<file path="src/design/pfac_pkg.sv">
// Shared types and constants for the performance / frequency converter.
`timescale 1ns / 1ps

package pfac_pkg;

   // Operation codes carried in the request.
   localparam logic [1:0] OP_PERF_TO_KHZ = 2'd0;
   localparam logic [1:0] OP_SET_TARGET  = 2'd1;
   localparam logic [1:0] OP_RATE        = 2'd2;
   localparam logic [1:0] OP_PARK        = 2'd3;

   // Register indexes on the configuration port.
   localparam int unsigned CSR_INDEX_W = 3;
   localparam logic [CSR_INDEX_W-1:0] REG_LOWEST_FREQ  = 3'd0;
   localparam logic [CSR_INDEX_W-1:0] REG_NOMINAL_FREQ = 3'd1;
   localparam logic [CSR_INDEX_W-1:0] REG_LOWEST_PERF  = 3'd2;
   localparam logic [CSR_INDEX_W-1:0] REG_NOMINAL_PERF = 3'd3;
   localparam logic [CSR_INDEX_W-1:0] REG_HIGHEST_PERF = 3'd4;
   localparam logic [CSR_INDEX_W-1:0] REG_FALLBACK_MAX = 3'd5;

   localparam logic [25:0] FALLBACK_MAX_RESET = 26'd1000;

   // One request transfer.
   typedef struct packed {
      logic [1:0]  op;
      logic [31:0] value;
      logic [63:0] ref_count_t0;
      logic [63:0] ref_count_t1;
      logic [63:0] deliv_count_t0;
      logic [63:0] deliv_count_t1;
      logic [31:0] reference_rate;
   } req_type;

   // One response transfer.
   typedef struct packed {
      logic [31:0] result_value;
      logic        changed;
      logic        div_fault;
   } rsp_type;

   // Command to the serial multiply-divide unit: (mcand * mplier) / divisor.
   typedef struct packed {
      logic        start;
      logic [63:0] mcand;
      logic [31:0] mplier;
      logic [63:0] divisor;
   } mdu_req_type;

   // Status returned by the multiply-divide unit.
   typedef struct packed {
      logic        busy;
      logic        done;
      logic [63:0] quotient;
   } mdu_sts_type;

endpackage

</file>
<file path="src/design/pfac_muldiv.sv">
// Bit-serial multiply (wrapping at 64 bits) followed by a restoring divide.
`timescale 1ns / 1ps

module pfac_muldiv (
   input  logic                 clock,
   input  logic                 reset,
   input  pfac_pkg::mdu_req_type mdu_req,
   output pfac_pkg::mdu_sts_type mdu_sts
);

   typedef enum logic [2:0] {
      U_IDLE = 3'b001,
      U_MUL  = 3'b010,
      U_DIV  = 3'b100
   } ustate_type;

   ustate_type  ustate_ff, ustate_in;
   logic [5:0]  cnt_ff, cnt_in;
   logic [63:0] mcand_ff, mcand_in;
   logic [31:0] mplier_ff, mplier_in;
   logic [63:0] acc_ff, acc_in;
   logic [63:0] rem_ff, rem_in;
   logic [63:0] div_ff, div_in;
   logic        done_ff, done_in;
   logic [64:0] trial;
   logic        fits;

   // One partial remainder step of the divide.
   assign trial = {rem_ff, acc_ff[63]};
   assign fits  = (trial >= {1'b0, div_ff});

   always_comb begin
      ustate_in = ustate_ff;
      cnt_in    = cnt_ff;
      mcand_in  = mcand_ff;
      mplier_in = mplier_ff;
      acc_in    = acc_ff;
      rem_in    = rem_ff;
      div_in    = div_ff;
      done_in   = 1'b0;
      case (ustate_ff)
         U_IDLE: begin
            if (mdu_req.start) begin
               mcand_in  = mdu_req.mcand;
               mplier_in = mdu_req.mplier;
               div_in    = mdu_req.divisor;
               acc_in    = '0;
               cnt_in    = '0;
               ustate_in = U_MUL;
            end
         end
         U_MUL: begin
            // Add the shifted multiplicand for each set multiplier bit.
            if (mplier_ff[0]) begin
               acc_in = acc_ff + mcand_ff;
            end
            mcand_in  = {mcand_ff[62:0], 1'b0};
            mplier_in = {1'b0, mplier_ff[31:1]};
            cnt_in    = cnt_ff + 6'd1;
            if (cnt_ff == 6'd31) begin
               cnt_in    = '0;
               rem_in    = '0;
               ustate_in = U_DIV;
            end
         end
         U_DIV: begin
            // The product shifts out at the top while quotient bits enter below.
            rem_in = fits ? 64'(trial - {1'b0, div_ff}) : trial[63:0];
            acc_in = {acc_ff[62:0], fits};
            cnt_in = cnt_ff + 6'd1;
            if (cnt_ff == 6'd63) begin
               done_in   = 1'b1;
               ustate_in = U_IDLE;
            end
         end
         default: begin
            ustate_in = U_IDLE;
         end
      endcase
   end

   always_ff @(posedge clock) begin
      if (reset) begin
         ustate_ff <= U_IDLE;
         done_ff   <= 1'b0;
         cnt_ff    <= '0;
      end else begin
         ustate_ff <= ustate_in;
         done_ff   <= done_in;
         cnt_ff    <= cnt_in;
      end
      mcand_ff  <= mcand_in;
      mplier_ff <= mplier_in;
      acc_ff    <= acc_in;
      rem_ff    <= rem_in;
      div_ff    <= div_in;
   end

   assign mdu_sts.busy     = (ustate_ff != U_IDLE);
   assign mdu_sts.done     = done_ff;
   assign mdu_sts.quotient = acc_ff;

endmodule

</file>
<file path="src/design/perf_freq_affine_converter.sv">
// Top level of the performance level / kHz converter with its sequencer.
`timescale 1ns / 1ps

// The block takes one request at a time and answers each with one response.
// All arithmetic runs through a single shared multiply-divide unit that
// performs a shift-add multiply followed by a restoring divide. A
// conversion (ops 0 and 1) takes one pass in the fallback map and two in
// the affine map; a rate estimate adds one more pass when the reference
// delta is non-zero. A zero divisor ends the conversion at once with a
// zero result and the fault flag. A new request may be taken while the
// previous response waits for transfer.
module perf_freq_affine_converter (
   input  logic                                 clock,
   input  logic                                 reset,
   input  logic                                 req_valid,
   output logic                                 req_ready,
   input  pfac_pkg::req_type                    req_data,
   output logic                                 rsp_valid,
   input  logic                                 rsp_ready,
   output pfac_pkg::rsp_type                    rsp_data,
   input  logic                                 csr_valid,
   output logic                                 csr_ready,
   input  logic [pfac_pkg::CSR_INDEX_W-1:0]     csr_index,
   input  logic [31:0]                          csr_wdata
);

   typedef enum logic [5:0] {
      S_IDLE = 6'b000001,
      S_RATE = 6'b000010,
      S_CONV = 6'b000100,
      S_OFFS = 6'b001000,
      S_MAIN = 6'b010000,
      S_DONE = 6'b100000
   } state_type;

   state_type   state_ff, state_in;
   logic [1:0]  op_ff, op_in;
   logic [31:0] x_ff, x_in;
   logic [63:0] off_ff, off_in;
   logic [31:0] res_ff, res_in;
   logic        fault_ff, fault_in;
   logic [31:0] desired_ff, desired_in;
   logic        rsp_valid_ff, rsp_valid_in;
   pfac_pkg::rsp_type rsp_data_ff, rsp_data_in;

   logic [31:0] lowest_freq_ff, nominal_freq_ff;
   logic [31:0] lowest_perf_ff, nominal_perf_ff, highest_perf_ff;
   logic [25:0] fallback_max_ff;

   pfac_pkg::mdu_req_type mdu_req;
   pfac_pkg::mdu_sts_type mdu_sts;

   logic        accept;
   logic [63:0] dref, ddel;
   logic        affine, to_perf;
   logic [31:0] dif_freq, dif_perf;
   logic [31:0] mul_sel, div_sel, base_x, base_y;
   logic [63:0] sum;
   logic        rsp_free;

   // Configuration registers, always ready.
   assign csr_ready = 1'b1;

   always_ff @(posedge clock) begin
      if (reset) begin
         lowest_freq_ff  <= '0;
         nominal_freq_ff <= '0;
         lowest_perf_ff  <= '0;
         nominal_perf_ff <= '0;
         highest_perf_ff <= '0;
         fallback_max_ff <= pfac_pkg::FALLBACK_MAX_RESET;
      end else if (csr_valid) begin
         case (csr_index)
            pfac_pkg::REG_LOWEST_FREQ:  lowest_freq_ff  <= csr_wdata;
            pfac_pkg::REG_NOMINAL_FREQ: nominal_freq_ff <= csr_wdata;
            pfac_pkg::REG_LOWEST_PERF:  lowest_perf_ff  <= csr_wdata;
            pfac_pkg::REG_NOMINAL_PERF: nominal_perf_ff <= csr_wdata;
            pfac_pkg::REG_HIGHEST_PERF: highest_perf_ff <= csr_wdata;
            pfac_pkg::REG_FALLBACK_MAX: fallback_max_ff <= csr_wdata[25:0];
            default: begin
            end
         endcase
      end
   end

   // Wrap-aware counter deltas.
   assign dref = ((req_data.ref_count_t1 > req_data.ref_count_t0) ||
                  (req_data.ref_count_t0[63:32] != 32'd0))
                 ? (req_data.ref_count_t1 - req_data.ref_count_t0)
                 : {32'd0, req_data.ref_count_t1[31:0] - req_data.ref_count_t0[31:0]};
   assign ddel = ((req_data.deliv_count_t1 > req_data.deliv_count_t0) ||
                  (req_data.deliv_count_t0[63:32] != 32'd0))
                 ? (req_data.deliv_count_t1 - req_data.deliv_count_t0)
                 : {32'd0, req_data.deliv_count_t1[31:0] - req_data.deliv_count_t0[31:0]};

   // Map selection: affine through two points or the line through the origin.
   assign affine   = (lowest_freq_ff != 32'd0) && (nominal_freq_ff != 32'd0);
   assign to_perf  = (op_ff == pfac_pkg::OP_SET_TARGET);
   assign dif_freq = nominal_freq_ff - lowest_freq_ff;
   assign dif_perf = nominal_perf_ff - lowest_perf_ff;

   always_comb begin
      if (affine) begin
         mul_sel = to_perf ? dif_perf : dif_freq;
         div_sel = to_perf ? dif_freq : dif_perf;
      end else begin
         mul_sel = to_perf ? highest_perf_ff : {6'd0, fallback_max_ff};
         div_sel = to_perf ? {6'd0, fallback_max_ff} : highest_perf_ff;
      end
      base_x = to_perf ? nominal_freq_ff : nominal_perf_ff;
      base_y = to_perf ? nominal_perf_ff : nominal_freq_ff;
   end

   assign sum      = off_ff + mdu_sts.quotient;
   assign accept   = req_valid && req_ready;
   assign rsp_free = !rsp_valid_ff || rsp_ready;

   // Sequencer.
   always_comb begin
      state_in       = state_ff;
      op_in          = op_ff;
      x_in           = x_ff;
      off_in         = off_ff;
      res_in         = res_ff;
      fault_in       = fault_ff;
      desired_in     = desired_ff;
      rsp_data_in    = rsp_data_ff;
      rsp_valid_in   = rsp_valid_ff && !rsp_ready;
      mdu_req.start   = 1'b0;
      mdu_req.mcand   = {32'd0, x_ff};
      mdu_req.mplier  = mul_sel;
      mdu_req.divisor = {32'd0, div_sel};
      case (state_ff)
         S_IDLE: begin
            if (accept) begin
               op_in    = req_data.op;
               x_in     = req_data.value;
               fault_in = 1'b0;
               case (req_data.op)
                  pfac_pkg::OP_PARK: begin
                     res_in   = lowest_perf_ff;
                     state_in = S_DONE;
                  end
                  pfac_pkg::OP_RATE: begin
                     if (dref != 64'd0) begin
                        mdu_req.start   = 1'b1;
                        mdu_req.mcand   = ddel;
                        mdu_req.mplier  = req_data.reference_rate;
                        mdu_req.divisor = dref;
                        state_in        = S_RATE;
                     end else begin
                        x_in     = desired_ff;
                        state_in = S_CONV;
                     end
                  end
                  default: begin
                     state_in = S_CONV;
                  end
               endcase
            end
         end
         S_RATE: begin
            if (mdu_sts.done) begin
               x_in     = mdu_sts.quotient[31:0];
               state_in = S_CONV;
            end
         end
         S_CONV: begin
            if (div_sel == 32'd0) begin
               fault_in = 1'b1;
               res_in   = '0;
               state_in = S_DONE;
            end else if (affine) begin
               mdu_req.start = 1'b1;
               mdu_req.mcand = {32'd0, base_x};
               state_in      = S_OFFS;
            end else begin
               mdu_req.start = 1'b1;
               off_in        = '0;
               state_in      = S_MAIN;
            end
         end
         S_OFFS: begin
            // Offset of the affine line, then the main term for the operand.
            if (mdu_sts.done) begin
               off_in        = {32'd0, base_y} - mdu_sts.quotient;
               mdu_req.start = 1'b1;
               state_in      = S_MAIN;
            end
         end
         S_MAIN: begin
            if (mdu_sts.done) begin
               res_in   = sum[63] ? 32'd0 : sum[31:0];
               state_in = S_DONE;
            end
         end
         S_DONE: begin
            // Load the response register once it is free.
            if (rsp_free) begin
               rsp_valid_in             = 1'b1;
               rsp_data_in.result_value = res_ff;
               rsp_data_in.div_fault    = fault_ff;
               rsp_data_in.changed      = 1'b0;
               if ((op_ff == pfac_pkg::OP_SET_TARGET) || (op_ff == pfac_pkg::OP_PARK)) begin
                  rsp_data_in.changed = (res_ff != desired_ff);
                  desired_in          = res_ff;
               end
               state_in = S_IDLE;
            end
         end
         default: begin
            state_in = S_IDLE;
         end
      endcase
   end

   always_ff @(posedge clock) begin
      if (reset) begin
         state_ff     <= S_IDLE;
         desired_ff   <= '0;
         rsp_valid_ff <= 1'b0;
      end else begin
         state_ff     <= state_in;
         desired_ff   <= desired_in;
         rsp_valid_ff <= rsp_valid_in;
      end
      op_ff       <= op_in;
      x_ff        <= x_in;
      off_ff      <= off_in;
      res_ff      <= res_in;
      fault_ff    <= fault_in;
      rsp_data_ff <= rsp_data_in;
   end

   pfac_muldiv u_muldiv (
      .clock   (clock),
      .reset   (reset),
      .mdu_req (mdu_req),
      .mdu_sts (mdu_sts)
   );

   assign req_ready = (state_ff == S_IDLE);
   assign rsp_valid = rsp_valid_ff;
   assign rsp_data  = rsp_data_ff;

   // The shared unit is only started while it is idle.
   a_start_idle: assert property (@(posedge clock) disable iff (reset)
      mdu_req.start |-> !mdu_sts.busy)
      else $error("multiply-divide unit started while busy");

   // A finished pass is only reported while the sequencer waits for one.
   a_done_waited: assert property (@(posedge clock) disable iff (reset)
      mdu_sts.done |-> ((state_ff == S_RATE) || (state_ff == S_OFFS) ||
                        (state_ff == S_MAIN)))
      else $error("unexpected completion from multiply-divide unit");

   // A divisor fault always carries a zero result.
   a_fault_zero: assert property (@(posedge clock) disable iff (reset)
      (rsp_valid && rsp_data.div_fault) |-> (rsp_data.result_value == 32'd0))
      else $error("fault response with non-zero result");

endmodule

</file>
<file path="config.mk">
export PLATFORM = sky130hd
export DESIGN_NAME = perf_freq_affine_converter
export DESIGN_NICKNAME = d
export VERILOG_FILES = /design/src/design/pfac_pkg.sv /design/src/design/pfac_muldiv.sv /design/src/design/perf_freq_affine_converter.sv
export SDC_FILE = /design/constraint.sdc
export NUM_CORES = 2
export LEC_CHECK = 0
export BUFFER_PORTS_ARGS = -buffer_cell sky130_fd_sc_hd__buf_2
export CORE_ASPECT_RATIO = 1.2
export CORE_MARGIN = 2
export CORE_UTILIZATION = 50
export DETAILED_ROUTE_END_ITERATION = 16
export GPL_TIMING_DRIVEN = 0
export PLACE_DENSITY = 0.78
export SLEW_MARGIN = 20
export SYNTH_ARGS = -nofsm -noshare
export SYNTH_HDL_FRONTEND = slang
export SYNTH_HIERARCHICAL = 1
export SYNTH_SLANG_ARGS = --single-unit
</file>
<file path="constraint.sdc">
create_clock -name clock -period 18.6 [get_ports clock]
set_input_delay 1.86 -clock clock [delete_from_list [all_inputs] [get_ports clock]]
set_output_delay 1.86 -clock clock [all_outputs]
set_load 0.05 [all_outputs]
</file>
==> run summary <==
GR Overflow Total = 0
Internal power = 0.00321 W
Crit end category = register
Switching Fraction = 35.2%
Net Sw Power = 0.00175 W
Req. time, crit path = 18960 ps
Vias = 55600
Drt drc = 0
CP startpoint kind = register
Fin cells = 8870
Clk Latency, worst-skew pair = 670 ps
CP most frequent cell = clkbuf_1
Fin Setup TNS = 0 ps
Layout cells sized above 1 = 8.90%
Final wirelength = 223000 microns
Utilization after layout = 56.6%
TritonCTS clock tree = done
CTS root buf = clkbuf_16
Syn nets = 7678
Fin Clk Skew = 42.7 ps
Post_cts resized = 0
Static Leak = 26.2 nW
Final Wtd Congestion = 1.04
Final period util = 47.9%
Critical-path maximum fanout = 10
Area occupied by multi-input gates = 34000 sq um
# rows = 133
Post-DR wirelength/cell = 25.1 microns
Sequential cell area = 18300 sq um
Slew headroom = 15.7%
First-pass iteration count of the detailed router = 7
Final Hold Violating Endpoints = 0
CTS max path bufs = 3
CTS H-tree depth = 3
Crit path kind = reg2reg
Die Span X = 307 microns
Max-slew violations = 0
Antenna-violating nets left = 0
Power share of the clock group = 33.2%
Placed cells = 8720
Synthesized area = 55200 sq um
Design Power = 0.00496 W
Post-CTS Setup Inserts = 0
Die Span Y = 368 microns
Clock slew at reported path FFs = 60 ps
Max incr delay on CP = 840 ps
Fillers = 10200
PortBufs = 397
First-pass GRT wire length = 324000 microns
Share of power burned in registers = 36.5%
Syn Area/Cell = 8.01 sq um
Largest net degree at the start of global routing = 55
Post-DP HPWL = 178000 microns
Critical path arrival = 9270 ps
Worst IR Drop VDD = 0.0749 mV
Antenna violations before repair = 12
Initial core utilization = 50.4%
Max cap viols = 0
Synthesis Warnings = 6
Die area = 113000 sq um
Layout Nets = 8165
Status = finished, final reports clean
GR Util All Layers = 37.9%
Slew @ Worst Pin = 1250 ps
Post-layout min period = 8910 ps
Cell Chain, Critical Path = nor2b_1 -> clkbuf_1 -> clkbuf_1 -> buf_1 -> buf_1 -> clkbuf_1 -> nand2_1 -> nand2_1 -> ha_1 -> o21ai_0 -> a21oi_1 -> o21a_1 -> o2111ai_1 -> o211ai_1 -> a31oi_1 -> a21oi_1 -> a41oi_1 -> a211oi_2 -> clkbuf_1 -> nand3_1 -> xnor2_1 -> nor2_1
Fmax achieved = 112 MHz
Number of cells produced by synthesis = 6895
First DRT Iteration DRCs = 5833
TritonCTS Buffers = 77
Vias/cell = 6.27
Slowest CP cell = a211oi_2
CTS Sinks = 688
Area growth, synth to finish = 12.2%
Core Box Area = 109000 sq um
Worst hold-check path type = reg2reg
Number of global-route vias before repair = 52900
Combinational fraction of design power = 30.3%
PD cells = 80.1 nW/um^2
# setup viols final = 0
Post-CTS Hold Buffers = 0
Top Ports = 399
RSZ-0062 raised after global routing = false
## worst paths after layout
check	startpoint	to	slack [ps]	cells past startpoint
max	op_ff[0]$_DFFE_PP_	off_ff[55]$_SDFFCE_PN0P_	9690	22
min	fault_ff$_DFFE_PP_	rsp_data[0]$_DFFE_PP_	440	0
max reg2reg	op_ff[0]$_DFFE_PP_	off_ff[55]$_SDFFCE_PN0P_	9690	22
min reg2reg	fault_ff$_DFFE_PP_	rsp_data[0]$_DFFE_PP_	440	0
## per-layer routing
metal / wire length, microns / vias up / track usage, %
met5: 22 / - / 0
met3: 19800 / 687 / 5.77
li1: - / 25700 / -
met2: 101000 / 2936 / 62.1
met4: 16900 / 4 / 24.4
met1: 84900 / 26300 / 46.5
## power groups by stage
stage / combinational [W] / sequential, W / clock [W]
after global routing: 0.00160 / 0.00181 / 0.00171
after CTS: 0.00145 / 0.00181 / 0.00166
final: 0.00150 / 0.00181 / 0.00165
after global placement: 0.00142 / 0.00185 / 0
after floorplan: 0.000947 / 0.00181 / 0
after detailed placement: 0.00144 / 0.00184 / 0
## layout by cell type (no fill, tap or decap), drive strengths merged, types with 33 or more instances in the layout
cell type / count
a211o: 46
a211oi: 84
a21o: 281
a21oi: 676
a22o: 40
a31oi: 54
and2: 53
and3: 91
buf: 462
clkbuf: 381
dfxtp: 235
edfxtp: 453
ha: 413
inv: 427
mux2i: 88
nand2: 1400
nand2b: 52
nand3: 136
nand4: 103
nor2: 365
nor2b: 47
nor3: 143
nor4: 57
o211ai: 44
o21a: 74
o21ai: 348
o21bai: 55
o311ai: 33
or3: 33
xnor2: 226
xor2: 141
## per-stage QoR
step	worst slack (ps)	cell area [sq um]	hold WS [ps]
detailed placement	9230	59200	416
global route	9370	61900	435
finish	9690	61900	437
CTS	9850	61900	429
global placement	6830	59000	419
floorplan	10490	55200	400
## critical path, delay by kind of cell (launching register included)
kind | cells | cell delay, ps
AO/OA/AOI/OAI | 9 | 2940
XOR/XNOR | 1 | 180
adder cells (fa/ha/maj) | 1 | 180
buffers and inverters | 6 | 3650
flip-flops | 1 | 660
AND/OR/NAND/NOR | 5 | 960
## cell type report
type,count,share of cell area (%)
tap,1417,2.86
clock buffer,102,3.50
clock inverter,41,0.810
multi-input combinational,5450,54.9
sequential,688,29.6
inverter,423,2.57
antenna,7,0.0283
buffer,334,2.26
timing repair buffer,408,3.51
## registers in the layout, summed over array words and instances, names as in the netlist, 34 cells and up
register	count
off_ff	64
u_muldiv/mcand_ff	64
u_muldiv/div_ff	64
u_muldiv/rem_ff	64
rsp_data	34
u_muldiv/acc_ff	64
(Power assumes the default switching activity.)
